--- src/rtl/mwb_pkg.sv ---
// shared constants and types for the bilinear mesh warp map core
package mwb_pkg;

  localparam int GRID_POINTS_DEF = 64;
  localparam int COORD_BITS_DEF  = 12;
  localparam int CELL_MAX_DEF    = 256;
  localparam int FRAC_BITS_DEF   = 8;

  localparam int IDX_W      = 6;
  localparam int OFS_W      = 8;
  localparam int BND_W      = 12;
  localparam int GRID_W     = 7;
  localparam int CFG_IDX_W  = 2;
  localparam int CFG_DATA_W = 12;

  localparam logic [CFG_IDX_W-1:0] REG_BOUNDARY_X = 2'd0;
  localparam logic [CFG_IDX_W-1:0] REG_BOUNDARY_Y = 2'd1;
  localparam logic [CFG_IDX_W-1:0] REG_GRID_COLS  = 2'd2;
  localparam logic [CFG_IDX_W-1:0] REG_GRID_ROWS  = 2'd3;

  localparam logic CMD_LOAD    = 1'b0;
  localparam logic CMD_COMPUTE = 1'b1;

  typedef struct packed {
    logic valid;
    logic err;
  } mwb_ctl_t;

endpackage

--- src/rtl/mwb_divider.sv ---
// pipelined restoring divider, one quotient bit per stage, two lanes
module mwb_divider #(
  parameter int NW    = 32,
  parameter int DEN_W = 18,
  parameter int QW    = 20,
  parameter int FB    = 8,
  parameter int SW    = 24
) (
  input  logic              clk,
  input  logic              rst_n,
  input  logic              en,
  input  mwb_pkg::mwb_ctl_t ctl_i,
  input  logic [NW-1:0]     num_x_i,
  input  logic [NW-1:0]     num_y_i,
  input  logic [DEN_W-1:0]  den_i,
  input  logic [SW-1:0]     side_i,
  output mwb_pkg::mwb_ctl_t ctl_o,
  output logic [QW-1:0]     qx_o,
  output logic [QW-1:0]     qy_o,
  output logic [SW-1:0]     side_o
);
  import mwb_pkg::*;

  localparam int DVW = NW + FB + 1;
  localparam int RW  = DEN_W + 1;

  logic [DVW-1:0]   dx, dy;
  mwb_ctl_t         ctl_r  [QW+1];
  logic [RW-1:0]    rx_r   [QW+1];
  logic [RW-1:0]    ry_r   [QW+1];
  logic [QW-1:0]    lx_r   [QW+1];
  logic [QW-1:0]    ly_r   [QW+1];
  logic [DEN_W-1:0] den_r  [QW+1];
  logic [SW-1:0]    side_r [QW+1];

  // rounding: add half the divisor before dividing
  always_comb begin
    dx = (DVW'(num_x_i) << FB) + DVW'(den_i >> 1);
    dy = (DVW'(num_y_i) << FB) + DVW'(den_i >> 1);
  end

  always_ff @(posedge clk) begin
    if (!rst_n) begin
      ctl_r[0] <= '0;
    end else if (en) begin
      ctl_r[0] <= ctl_i;
    end
  end

  always_ff @(posedge clk) begin
    if (en) begin
      rx_r[0]   <= RW'(dx[DVW-1:QW]);
      ry_r[0]   <= RW'(dy[DVW-1:QW]);
      lx_r[0]   <= dx[QW-1:0];
      ly_r[0]   <= dy[QW-1:0];
      den_r[0]  <= den_i;
      side_r[0] <= side_i;
    end
  end

  for (genvar k = 0; k < QW; k++) begin : g_step
    logic [RW-1:0] tx, ty;
    logic          bx, by;

    always_comb begin
      tx = {rx_r[k][RW-2:0], lx_r[k][QW-1]};
      ty = {ry_r[k][RW-2:0], ly_r[k][QW-1]};
      bx = (tx >= RW'(den_r[k]));
      by = (ty >= RW'(den_r[k]));
    end

    always_ff @(posedge clk) begin
      if (!rst_n) begin
        ctl_r[k+1] <= '0;
      end else if (en) begin
        ctl_r[k+1] <= ctl_r[k];
      end
    end

    always_ff @(posedge clk) begin
      if (en) begin
        rx_r[k+1]   <= bx ? (tx - RW'(den_r[k])) : tx;
        ry_r[k+1]   <= by ? (ty - RW'(den_r[k])) : ty;
        lx_r[k+1]   <= {lx_r[k][QW-2:0], bx};
        ly_r[k+1]   <= {ly_r[k][QW-2:0], by};
        den_r[k+1]  <= den_r[k];
        side_r[k+1] <= side_r[k];
      end
    end
  end

  assign ctl_o  = ctl_r[QW];
  assign qx_o   = lx_r[QW];
  assign qy_o   = ly_r[QW];
  assign side_o = side_r[QW];

endmodule

--- config.mk ---
export PLATFORM = sky130hd
export DESIGN_NAME = mwb_divider
export DESIGN_NICKNAME = d
export VERILOG_FILES = /design/src/rtl/mwb_pkg.sv /design/src/rtl/mwb_divider.sv
export SDC_FILE = /design/constraint.sdc
export NUM_CORES = 2
export LEC_CHECK = 0
export BUFFER_PORTS_ARGS = -buffer_cell sky130_fd_sc_hd__buf_2
export CAP_MARGIN = 20
export CORE_ASPECT_RATIO = 1.4
export CORE_MARGIN = 4
export CORE_UTILIZATION = 63
export DETAILED_ROUTE_END_ITERATION = 6
export PLACE_DENSITY = 0.8
export RECOVER_POWER = 25
export SLEW_MARGIN = 20
export SYNTH_ARGS = -nofsm -noshare
export SYNTH_HDL_FRONTEND = slang
export SYNTH_SLANG_ARGS = --single-unit
--- constraint.sdc ---
create_clock -name clk -period 7.7 [get_ports clk]
set_input_delay 1.54 -clock clk [delete_from_list [all_inputs] [get_ports clk]]
set_output_delay 1.54 -clock clk [all_outputs]
set_load 0.01 [all_outputs]
After elaboration in Yosys (flattened, before gate mapping)
Memories as Yosys holds them, arrays and structs flattened.
Index checks and enable logic that the tools add are counted.
{"block": "totals", "reg_bits": 0, "ramBits": 2562, "inputBits": 111, "output_inout_bits": 66, "elab_cells": 176, "mem_count": 7}
{"name": "side_r", "words": 21, "word_bits": 24, "read_ports": 21, "rd_clocked_by_memory_dff": 0, "wr": 21, "line_no": "mwb_divider.sv:34", "text": "logic [SW-1:0] side_r [QW+1];"}
{"name": "lx_r", "words": 21, "word_bits": 20, "read_ports": 21, "rd_clocked_by_memory_dff": 0, "wr": 21, "line_no": "mwb_divider.sv:31", "text": "logic [QW-1:0] lx_r [QW+1];"}
{"name": "ly_r", "words": 21, "word_bits": 20, "read_ports": 21, "rd_clocked_by_memory_dff": 0, "wr": 21, "line_no": "mwb_divider.sv:32", "text": "logic [QW-1:0] ly_r [QW+1];"}
{"name": "rx_r", "words": 21, "word_bits": 19, "read_ports": 20, "rd_clocked_by_memory_dff": 0, "wr": 21, "line_no": "mwb_divider.sv:29", "text": "logic [RW-1:0] rx_r [QW+1];"}
{"name": "ry_r", "words": 21, "word_bits": 19, "read_ports": 20, "rd_clocked_by_memory_dff": 0, "wr": 21, "line_no": "mwb_divider.sv:30", "text": "logic [RW-1:0] ry_r [QW+1];"}
{"name": "den_r", "words": 21, "word_bits": 18, "read_ports": 20, "rd_clocked_by_memory_dff": 0, "wr": 21, "line_no": "mwb_divider.sv:33", "text": "logic [DEN_W-1:0] den_r [QW+1];"}
{"name": "+1 memories"}
{"block": "classes", "n_addsub": 42, "n_lt_le_gt_ge": 40, "muxes": 66, "n_bitwise": 21}
{"operator": "19-bit by 18-bit >= comparator with 1-bit output", "n": 40}
{"operator": "19-bit 2-to-1 mux", "n": 40}
{"operator": "19-bit by 18-bit subtractor with 19-bit output", "n": 40}
{"operator": "39-bit by 17-bit adder with 39-bit output", "n": 2}
{"operator": "2-bit 2-to-1 mux", "n": 21}
{"operator": "1-bit OR", "n": 21}
{"operator": "1-bit 2-to-1 mux", "n": 5}

Logic depth before layout (Yosys ltp)
{"block": "logic_depth", "depth_word": 4, "mapped_depth": 12, "mapped_depth_nobuf": 11}

Worst setup path before layout
OpenSTA, ideal clock, no wires.
{"block": "synth_path", "kind": "input port to flip-flop", "startpoint": "input num_x_i[0]", "endpoint": "memory rx_r[0][4] (netlist bit), data pin", "arrival_ps": 3330, "required_ps": 7442, "setup_slack_ps": 4113, "cell_stages": 10, "path_buffers": 0, "path_cell_list": "ha_1 inv_1 fa_1 nor2b_1 o21ai_0 a21boi_0 o21ai_0 a32oi_1 nand4_1 xnor2_1"}
{"element": "from (decl)", "line_no": "mwb_divider.sv:13", "text": "input logic [NW-1:0] num_x_i,"}
{"element": "to (decl)", "line_no": "mwb_divider.sv:29"}

==> impl_metrics.tcl <==
set metrics [dict create \
    drc 1 \
    cts_hold_buf 0 \
    timing.fmax_ghz 0.246 \
    first_iter_violations 5788 \
    final_cell_mix "edfxtp_1, ha_1, inv_1, a21oi_1, o21ai_0" \
    syn_avg_cell_area_um2 12.9 \
    clk_latency_ps 860 \
    yosysWarnings 0 \
    gp_congestion 1.01 \
    ant_nets 0 \
    grt_pass1_vias 71500 \
    core_area_um2 178000 \
    cp-start-kind "flip-flop" \
    relSlewSlack 0.234 \
    dieArea_um2 186000 \
    boundaryPins 177 \
    tightest_slew_ps 1150 \
    p_per_area_nw_per_um2 409 \
    fillers 12400 \
    hold_path.class "flip-flop to flip-flop" \
    fp.dieH_um 508 \
    yosys_register_bits 2202 \
    finalMaxSlewViolations 0 \
    yosys.area.top_type_share 0.587 \
    port_buffers 172 \
    cts-resized-gates 0 \
    finalCritPeriodShare 0.527 \
    yosysSeqAreaShare 0.587 \
    hpwl_mm 197 \
    grt_max_degree 214 \
    syn-num-nets 9591 \
    hold_viol_final 0 \
    min_period_ps 4060 \
    cp-end-kind "flip-flop" \
    clkTransAtPathRegs_ps 70 \
    finalSetupViolations 0 \
    synthTopCellsByArea "edfxtp_1, ha_1, mux2_2" \
    min_from "side_r[1][16]" \
    ys.flop_type "edfxtp_1" \
    dpl_worst_slack_ps 3360 \
    vias 70600 \
    clock_path_buffers 3 \
    holdWs_ps 388 \
    cts_post_setup_buffers_inserted 0 \
    synth.cell_area_um2 113000 \
    htreeDepth 4 \
    worstSetupPathType "flip-flop to flip-flop" \
    cp.required_ps 8300 \
    start_util 0.634 \
    drive_above_1_share 0.121 \
    root_buffer "clkbuf_16" \
    antenna_found_initial 4 \
    status "finished with violations" \
    worstSetupStartpoint "lx_r[1][9]" \
    grt_first_pass_wirelength_mm 402 \
    final_net_count 9800 \
    cts_tree "done" \
    violations "design-rule violations" \
    grt_setup_unrepaired "false" \
    setup_ws_ps 3640 \
    critPathMaxFanout 23 \
    min_to "side_r[1][40]" \
    r2r_cells 10 \
    drt-pass1-iter-count 7 \
    finalPower_uw 50100 \
    num_rows 183 \
    worstHoldPathCells 0 \
    overflow 0 \
    cts_made_buffers 198 \
    via_per_inst 6.19 \
    totalWireLength_mm 264 \
    tns_ps 0 \
    synth_edf_count 2202 \
    syn-instance-count 8710 \
    grt_usage 0.282 \
    die_x_um 365 \
    netlist-cell-type-count 97 \
    p_leak_uw 0.0473 \
    wl_per_cell_um 23.2 \
    finalClockSkew_ps 65.0 \
    async_flop_share 0 \
    cap_violations 0 \
    arrival_ps 4660 \
    r2r_slack_ps 3640 \
    mostFrequentLayoutCell "edfxtp_1" \
    syn_to_final_growth_pct 8.89 \
    cts_sinks 2202 \
    synth_area_leader_cell "edfxtp_1" \
    r2r-end "ry_r[2][31]" \
    peakVddDrop_uv 303 \
    reg2reg_from "lx_r[1][9]" \
]
[metal layers]
metal | GRT usage | vias to the layer above | part of all wire
li1 | - | 33500 | -
met1 | 0.308 | 34200 | 0.36
met2 | 0.514 | 2084 | 0.52
met3 | 0.0330 | 800 | 0.039
met4 | 0.189 | 4 | 0.079
met5 | 0 | - | 0.00010
[worst max-delay path: stages (launching register included)]
cell	delay, ps
edfxtp_1	450
inv_1	170
ha_1	310
o21ai_0	210
a21oi_1	100
o41ai_1	680
o311ai_0	450
a221oi_2	550
buf_4	350
inv_1	180
mux2_2	340
[power breakdown]
| group | internal [µW] | switching [µW] | total (µW) |
|---|---|---|---|
| registers | 17000 | 1860 | 18800 |
| logic | 9320 | 11900 | 21200 |
| clock network | 5560 | 4500 | 10100 |
| total | 31900 | 18300 | 50100 |
[cells by family after synthesis]
family          share of synthesized area
buf+inv                            0.0283
flops                               0.587
xor+xnor                           0.0399
fa+ha+maj                          0.0882
compound gates                      0.125
mux                                0.0557
simple gates                       0.0755
[cells in the mapped netlist, drive strengths merged, types with 25 or more instances]
cell type,instances
edfxtp,2202
ha,730
inv,574
a21oi,566
o21ai,502
mux2,481
nor2,475
nand2,393
xnor2,348
a21o,247
xor2,165
nand3,161
o21a,127
and3,121
nand2b,118
clkbuf,113
nand4,104
nor3,97
buf,94
a211oi,92
nor2b,91
mux2i,82
o21bai,67
a31oi,66
o31ai,57
o211ai,51
a21boi,42
fa,40
o31a,37
a221oi,36
a2111oi,34
nor4,32
or2,30
o311ai,28
a211o,26
or3,25
[worst max-delay path by stage]
stage | end | slack (ps) | depth (start not counted)
after floorplan | rx_r[0][4] | 4110 | 10
after global placement | rx_r[0][4] | 3320 | 11
after detailed placement | rx_r[0][6] | 3360 | 11
after CTS | rx_r[1][30] | 3790 | 8
after global routing | ry_r[2][31] | 3480 | 10
final | ry_r[2][31] | 3640 | 10
[through the flow]
| step | std cells | util | area (µm²) |
|---|---|---|---|
| 2_1_floorplan | 8710 | - | 113000 |
| 3_3_place_gp | 11000 | 0.652 | 116000 |
| 3_5_place_dp | 11000 | 0.652 | 116000 |
| 4_1_cts | 11400 | 0.690 | 123000 |
| 5_1_grt | 11400 | 0.690 | 123000 |
| 6_report | 11400 | 0.690 | 123000 |
[sequential cells by signal, summed over array words and instances, names as in the netlist]
name / cells
ctl_r: 42
den_r: 269
lx_r: 379
ly_r: 288
rx_r: 360
ry_r: 360
side_r: 504
[final cells by class]
cell class                 count  area (µm²)  area share
antenna                        1        2.50   0.0000204
clock buffer                 224        5070      0.0414
clock inverter               142        1670      0.0136
inverter                     574        2150      0.0176
multi-input combinational   5727       43300       0.354
sequential                  2202       66100       0.539
tap                         2312        2890      0.0236
timing repair buffer         216        1350      0.0110
Note: power is estimated with default switching activity, not from simulation.
