File: config.mk
export PLATFORM = sky130hd
export DESIGN_NAME = mwb_blend
export DESIGN_NICKNAME = d
export VERILOG_FILES = /design/src/rtl/mwb_pkg.sv /design/src/rtl/mwb_blend.sv
export SDC_FILE = /design/constraint.sdc
export NUM_CORES = 2
export LEC_CHECK = 0
export ABC_AREA = 1
export BUFFER_PORTS_ARGS = -buffer_cell sky130_fd_sc_hd__buf_4
export CAP_MARGIN = 40
export CELL_PAD_IN_SITES_DETAIL_PLACEMENT = 0
export CELL_PAD_IN_SITES_GLOBAL_PLACEMENT = 1
export CORE_MARGIN = 1
export CORE_UTILIZATION = 53
export CTS_CLUSTER_DIAMETER = 200
export DETAILED_ROUTE_END_ITERATION = 6
export GPL_ROUTABILITY_DRIVEN = 0
export PLACE_DENSITY_LB_ADDON = 0.1
export SYNTH_ARGS = -nofsm -noshare
export SYNTH_HDL_FRONTEND = slang
export SYNTH_SLANG_ARGS = --single-unit
File: constraint.sdc
create_clock -name clk -period 11.32 [get_ports clk]
set_clock_uncertainty 0.05 [all_clocks]
set_input_delay 1.132 -clock clk [delete_from_list [all_inputs] [get_ports clk]]
set_output_delay 1.132 -clock clk [all_outputs]
set_load 0.005 [all_outputs]
File: src/rtl/mwb_pkg.sv
// shared constants and types for the bilinear mesh warp map core
package mwb_pkg;

  localparam int GRID_POINTS_DEF = 64;
  localparam int COORD_BITS_DEF  = 12;
  localparam int CELL_MAX_DEF    = 256;
  localparam int FRAC_BITS_DEF   = 8;

  localparam int IDX_W      = 6;
  localparam int OFS_W      = 8;
  localparam int BND_W      = 12;
  localparam int GRID_W     = 7;
  localparam int CFG_IDX_W  = 2;
  localparam int CFG_DATA_W = 12;

  localparam logic [CFG_IDX_W-1:0] REG_BOUNDARY_X = 2'd0;
  localparam logic [CFG_IDX_W-1:0] REG_BOUNDARY_Y = 2'd1;
  localparam logic [CFG_IDX_W-1:0] REG_GRID_COLS  = 2'd2;
  localparam logic [CFG_IDX_W-1:0] REG_GRID_ROWS  = 2'd3;

  localparam logic CMD_LOAD    = 1'b0;
  localparam logic CMD_COMPUTE = 1'b1;

  typedef struct packed {
    logic valid;
    logic err;
  } mwb_ctl_t;

endpackage

File: src/rtl/mwb_blend.sv
// two multiply stages of the bilinear blend
module mwb_blend #(
  parameter int COORD_BITS = mwb_pkg::COORD_BITS_DEF,
  parameter int CELL_MAX   = mwb_pkg::CELL_MAX_DEF,
  parameter int SW         = 2 * mwb_pkg::COORD_BITS_DEF
) (
  input  logic                                                   clk,
  input  logic                                                   rst_n,
  input  logic                                                   en,
  input  mwb_pkg::mwb_ctl_t                                      ctl_i,
  input  logic [3:0][COORD_BITS-1:0]                             cx_i,
  input  logic [3:0][COORD_BITS-1:0]                             cy_i,
  input  logic [$clog2(CELL_MAX+1)-1:0]                          m_i,
  input  logic [$clog2(CELL_MAX+1)-1:0]                          n_i,
  input  logic [$clog2(CELL_MAX+1)-1:0]                          wm_i,
  input  logic [$clog2(CELL_MAX+1)-1:0]                          hn_i,
  input  logic [$clog2(CELL_MAX+1)-1:0]                          w_i,
  input  logic [$clog2(CELL_MAX+1)-1:0]                          h_i,
  input  logic [SW-1:0]                                          side_i,
  output mwb_pkg::mwb_ctl_t                                      ctl_o,
  output logic [COORD_BITS+2*$clog2(CELL_MAX+1)+1:0]             num_x_o,
  output logic [COORD_BITS+2*$clog2(CELL_MAX+1)+1:0]             num_y_o,
  output logic [2*$clog2(CELL_MAX+1)-1:0]                        den_o,
  output logic [SW-1:0]                                          side_o
);
  import mwb_pkg::*;

  localparam int CW    = COORD_BITS;
  localparam int DW    = $clog2(CELL_MAX + 1);
  localparam int TW    = CW + DW + 1;
  localparam int NW    = TW + DW + 1;
  localparam int DEN_W = 2 * DW;

  mwb_ctl_t         a_ctl_r, b_ctl_r;
  logic [TW-1:0]    top_x_r, bot_x_r, top_y_r, bot_y_r;
  logic [DW-1:0]    a_n_r, a_hn_r;
  logic [DEN_W-1:0] a_den_r, b_den_r;
  logic [SW-1:0]    a_side_r, b_side_r;
  logic [NW-1:0]    num_x_r, num_y_r;

  always_ff @(posedge clk) begin
    if (!rst_n) begin
      a_ctl_r <= '0;
      b_ctl_r <= '0;
    end else if (en) begin
      a_ctl_r <= ctl_i;
      b_ctl_r <= a_ctl_r;
    end
  end

  // horizontal blend of top and bottom edges, cell area
  always_ff @(posedge clk) begin
    if (en) begin
      top_x_r  <= TW'(cx_i[0]) * TW'(wm_i) + TW'(cx_i[1]) * TW'(m_i);
      bot_x_r  <= TW'(cx_i[2]) * TW'(wm_i) + TW'(cx_i[3]) * TW'(m_i);
      top_y_r  <= TW'(cy_i[0]) * TW'(wm_i) + TW'(cy_i[1]) * TW'(m_i);
      bot_y_r  <= TW'(cy_i[2]) * TW'(wm_i) + TW'(cy_i[3]) * TW'(m_i);
      a_den_r  <= DEN_W'(w_i) * DEN_W'(h_i);
      a_n_r    <= n_i;
      a_hn_r   <= hn_i;
      a_side_r <= side_i;
    end
  end

  // vertical blend
  always_ff @(posedge clk) begin
    if (en) begin
      num_x_r  <= NW'(top_x_r) * NW'(a_hn_r) + NW'(bot_x_r) * NW'(a_n_r);
      num_y_r  <= NW'(top_y_r) * NW'(a_hn_r) + NW'(bot_y_r) * NW'(a_n_r);
      b_den_r  <= a_den_r;
      b_side_r <= a_side_r;
    end
  end

  assign ctl_o   = b_ctl_r;
  assign num_x_o = num_x_r;
  assign num_y_o = num_y_r;
  assign den_o   = b_den_r;
  assign side_o  = b_side_r;

endmodule

==> Word-level counts from Yosys, hierarchy flattened <==
Cells that the tools add are included.
{ "classes": {"n_mul": 13, "n_addsub": 6} }
{ "op_table": {"columns": ["op", "count"], "rows": [
  ["12-bit by 9-bit multiplier with 21-bit output", 8],
  ["22-bit by 9-bit multiplier with 31-bit output", 4],
  ["21-bit by 21-bit adder with 22-bit output", 4],
  ["31-bit by 31-bit adder with 32-bit output", 2],
  ["9-bit by 9-bit multiplier with 18-bit output", 1]
]} }
{ "word_totals": {"in_bits": 179, "output_inout_bits": 108, "register_bits": 258, "word_cells": 35} }

==> Logic depth before layout (Yosys ltp) <==
{ "depth": {"word_depth": 2, "depth_mapped": 27, "depth_no_buf": 25} }

==> Worst setup path before layout <==
No wires, ideal clock.
{ "synth_timing": {"kind": "input to register", "from": "input wm_i[3]", "to": "register bot_y_r[18], data pin", "setup_ps": 252, "t_arrival_ps": 5999, "required_time_ps": 11018, "slack_ps": 5019, "n_path_buf": 2, "path_stages": 22, "path_cell_list": "clkbuf_1 > buf_1 > nand2_1 > fa_1 > inv_1 > fa_1 > inv_1 > fa_1 > inv_1 > fa_1 > fa_1 > inv_1 > fa_1 > inv_1 > ha_1 > nand2_1 > inv_1 > a21o_1 > a21boi_0 > nand2_1 > nand2_1 > nand2_1"} }
{ "synth_between": {"elab_chain_len": 2} }
{ "synth_lines": {"columns": ["item", "line", "source"], "rows": [
  ["start, declared", "mwb_blend.sv:15", "input logic [$clog2(CELL_MAX+1)-1:0] wm_i,"],
  ["12-bit by 9-bit multiplier with 21-bit output", "mwb_blend.sv:57", "bot_y_r <= TW'(cy_i[2]) * TW'(wm_i) + TW'(cy_i[3]) * TW'(m_i);"],
  ["21-bit by 21-bit adder with 22-bit output", "mwb_blend.sv:57", null],
  ["end signal, assigned", "mwb_blend.sv:57", null],
  ["end, declared", "mwb_blend.sv:35", "logic [TW-1:0] top_x_r, bot_x_r, top_y_r, bot_y_r;"]
]} }
Every way passes these cells.
A chain may end at the register's enable or synchronous reset.

==> Worst setup path after layout <==
{ "layout_timing": {"from": "input wm_i[3]", "to": "register bot_y_r[17], data pin"} }
Same word-level chain as after synthesis.

==> impl_results.md <==
- Status: finished clean
- Vias per cell: between 5 and 6
- Post-Syn Nets: 10419
- Setup TNS: 0 ns
- Cells after Synth: 8300
- Fraction of layout cells with a size suffix above 1: 4.565%
- Hpwl dp: 139400 um
- Vias: ~50000
- FILL cells: 11724
- Largest net degree at the start of global routing: 74
- Unrepaired setup endpoints after global routing: no
- Cell Rows: 129
- Initial Util: 53.69%
- Synth top area share: a little over two fifths
- Nets: 10379
- Crit path kind: input port to flip-flop
- # hold bufs at CTS: 0
- Worst setup SP type: input port
- Syn_area_per_cell: 8.040 um^2
- Remaining DRCs: 0
- Die Ht: around 360 um
- Final Setup Violations: 0
- Postcts setup bufs: 0
- Number of synthesized flops with an enable pin: 254
- Cell Area, Synth: between 60000 and 70000 um^2
- Port Buffers: 286
- Min-Delay Startpoint: a_den_r[3]$_DFFE_PP_
- Grt total ovfl: 0
- TritonCTS clock tree: yes
- Critical Path End Type: flip-flop
- Initial antenna violation count: 8
- Final ANT Viol Nets: 0
- Total detailed-routing wirelength: 171100 um
- Ys flop type: edfxtp_1
- Drt wl/cell: 17.25 um
- Clock slew at reported path FFs: 0.06 ns
- Total GRT Usage: 28.01%
- DR iter-0 viols: 3432
- Async SR Flop Fraction: 0%
- Fmax: about 160 MHz
- Min cycle time layout: approximately 6.3 ns
- Boundary pin count: 287
- TritonCTS buffer count: 30
- Warnings, synthesis: 0
- Vias in the first global route: approximately 52000
- Seq/Total Area, Yosys: 11.55%
- Tcrit/Tclk final: 55.94%
- Clk root buf: clkbuf_16
- # H-tree levels: 1
- First-pass iteration count of the detailed router: 7
- Hold path depth: 0
- Slew headroom: 41.85%
- Sink Count: 258
- WP data required: roughly 12 ns
- Cts repair resizes: 0
- Worst skew pair latency: 0.63 ns
- Least-Margin Pin Slew: 0.8722 ns
- Area grow syn2layout: 5.878%
- Reg2reg end: num_y_o[30]$_DFFE_PP_
- Crit Path Max Fanout: 40
- Hold Fails Final Rpt: 0
- Area contributors post-synth: fa_1, inv_1, nand2_1
- R2r startpoint: a_hn_r[3]$_DFFE_PP_
- Number of max-cap violations: 0
- Register-to-Register Setup Slack: 5.16 ns
- CORE AREA: 124300 um^2
- Die area: 127300 um^2
- Worst hold path endpoint: den_o[3]$_DFFE_PP_
- Hold WC Path Type: flip-flop to flip-flop
- Chip Width: 356.8 um
- Final Slew Violations: 0
- First-pass GRT wire length: 278700 um
- Synth area leader: fa_1
- Maximum buffer depth of the clock tree: 3
- Worst Reg-to-Reg Cells: 20
- CP arrival: 6.67 ns
- FF+latch count, synth: 258
- Yosys cell types: 34
[registers in the layout, indices dropped and copies added, names as in the netlist]
register,flops
a_ctl_r,2
a_den_r,18
a_hn_r,9
a_n_r,9
a_side_r,24
bot_x_r,22
bot_y_r,22
ctl_o,2
den_o,18
num_x_o,32
num_y_o,32
side_o,24
top_x_r,22
top_y_r,22
[cells in the mapped netlist, types with 8 or more instances]
cell / n
nor2_2: 8
clkbuf_1: 307
xnor2_1: 10
nand3_1: 139
nand4_1: 22
o21ai_0: 31
a21o_1: 18
edfxtp_1: 254
buf_1: 69
xor2_1: 83
nor2_1: 151
nand2_1: 2424
o21bai_1: 10
ha_1: 520
fa_1: 1420
a21oi_1: 120
inv_1: 2645
nor3_1: 15
nand2_2: 9
[worst max-delay path by stage]
stage / startpoint / to / slack (ns) / cells after the start
3_5_place_dp: wm_i[3] / bot_x_r[20]$_DFFE_PP_ / 4.41 / 22
6_report: wm_i[3] / bot_y_r[17]$_DFFE_PP_ / 4.99 / 20
5_1_grt: wm_i[3] / bot_x_r[20]$_DFFE_PP_ / 4.66 / 22
3_3_place_gp: wm_i[3] / top_x_r[20]$_DFFE_PP_ / 4.55 / 23
4_1_cts: wm_i[3] / bot_x_r[20]$_DFFE_PP_ / 5.08 / 22
2_1_floorplan: wm_i[3] / bot_y_r[18]$_DFFE_PP_ / 5.02 / 22
[stage by stage]
stage	cells	hold slack [ns]	utilization [%]	area [um^2]	worst slack, ns
finish	9918	0.3680	56.85	70650	4.987
global route	9918	0.3664	56.85	70650	4.660
CTS	9917	0.3669	56.85	70650	5.078
detailed placement	9865	0.3545	56.09	69710	4.413
global placement	9863	0.3502	56.05	69660	4.551
floorplan	8300	0.3503	-	66730	5.019
[final cells by class]
class | count | area (um^2) | share of cell area, %
Antenna cell | 1 | 2.502 | 0.003542
Clock buffer | 34 | 765.7 | 1.084
Clock inverter | 18 | 172.7 | 0.2444
Inverter | 2645 | 9928 | 14.05
Multi-Input combinational cell | 5015 | 47650 | 67.45
Sequential cell | 258 | 7707 | 10.91
Tap cell | 1637 | 2048 | 2.899
Timing Repair Buffer | 310 | 2375 | 3.361
[critical path, cell delays in order]
cell and delay [ns]:
buf_4 0.14, buf_4 0.56, nand2_1 0.20, fa_1 0.58, inv_1 0.06, fa_1 0.53
inv_1 0.05, fa_1 0.49, inv_1 0.06, fa_1 0.50, fa_1 0.49, inv_1 0.05
fa_1 0.48, inv_1 0.04, ha_1 0.35, nand2_1 0.16, o21ai_0 0.41, a21oi_1 0.16
nand3_1 0.11, nand2_1 0.05
[layer usage]
layer / GRT usage, % / part of all wire [%] / wire length [um] / up-vias
met5: 0 / 0.036 / 61 / -
met4: 5.974 / 2.2 / 3795 / 8
met3: 4.403 / 7.4 / 12600 / 232
met2: 45.76 / 46 / 79420 / 1536
met1: 39.55 / 44 / 75230 / 24812
li1: - / - / - / 23077
[layout by cell type (no fill, tap or decap), drive strengths merged, types with 83 or more instances in the layout]
cell type,synthesis,layout
xor2,83,83
buf,75,310
fa,1420,1420
nor2,159,159
inv,2645,2647
edfxtp,254,254
nand2,2433,2433
nand3,142,142
a21oi,121,121
ha,520,520
[cells by family after synthesis]
kind of cell	share of synthesized area, %
and+or+nand+nor	16.28
buffers and inverters	17.04
DFF	11.55
adders and majority gates	52.35
xor gates and xnor gates	1.221
AOI/OAI and AO/OA	1.566
Power is not shown: default switching activity piles up to over one toggle a cycle in this logic, so the estimate is an artifact.
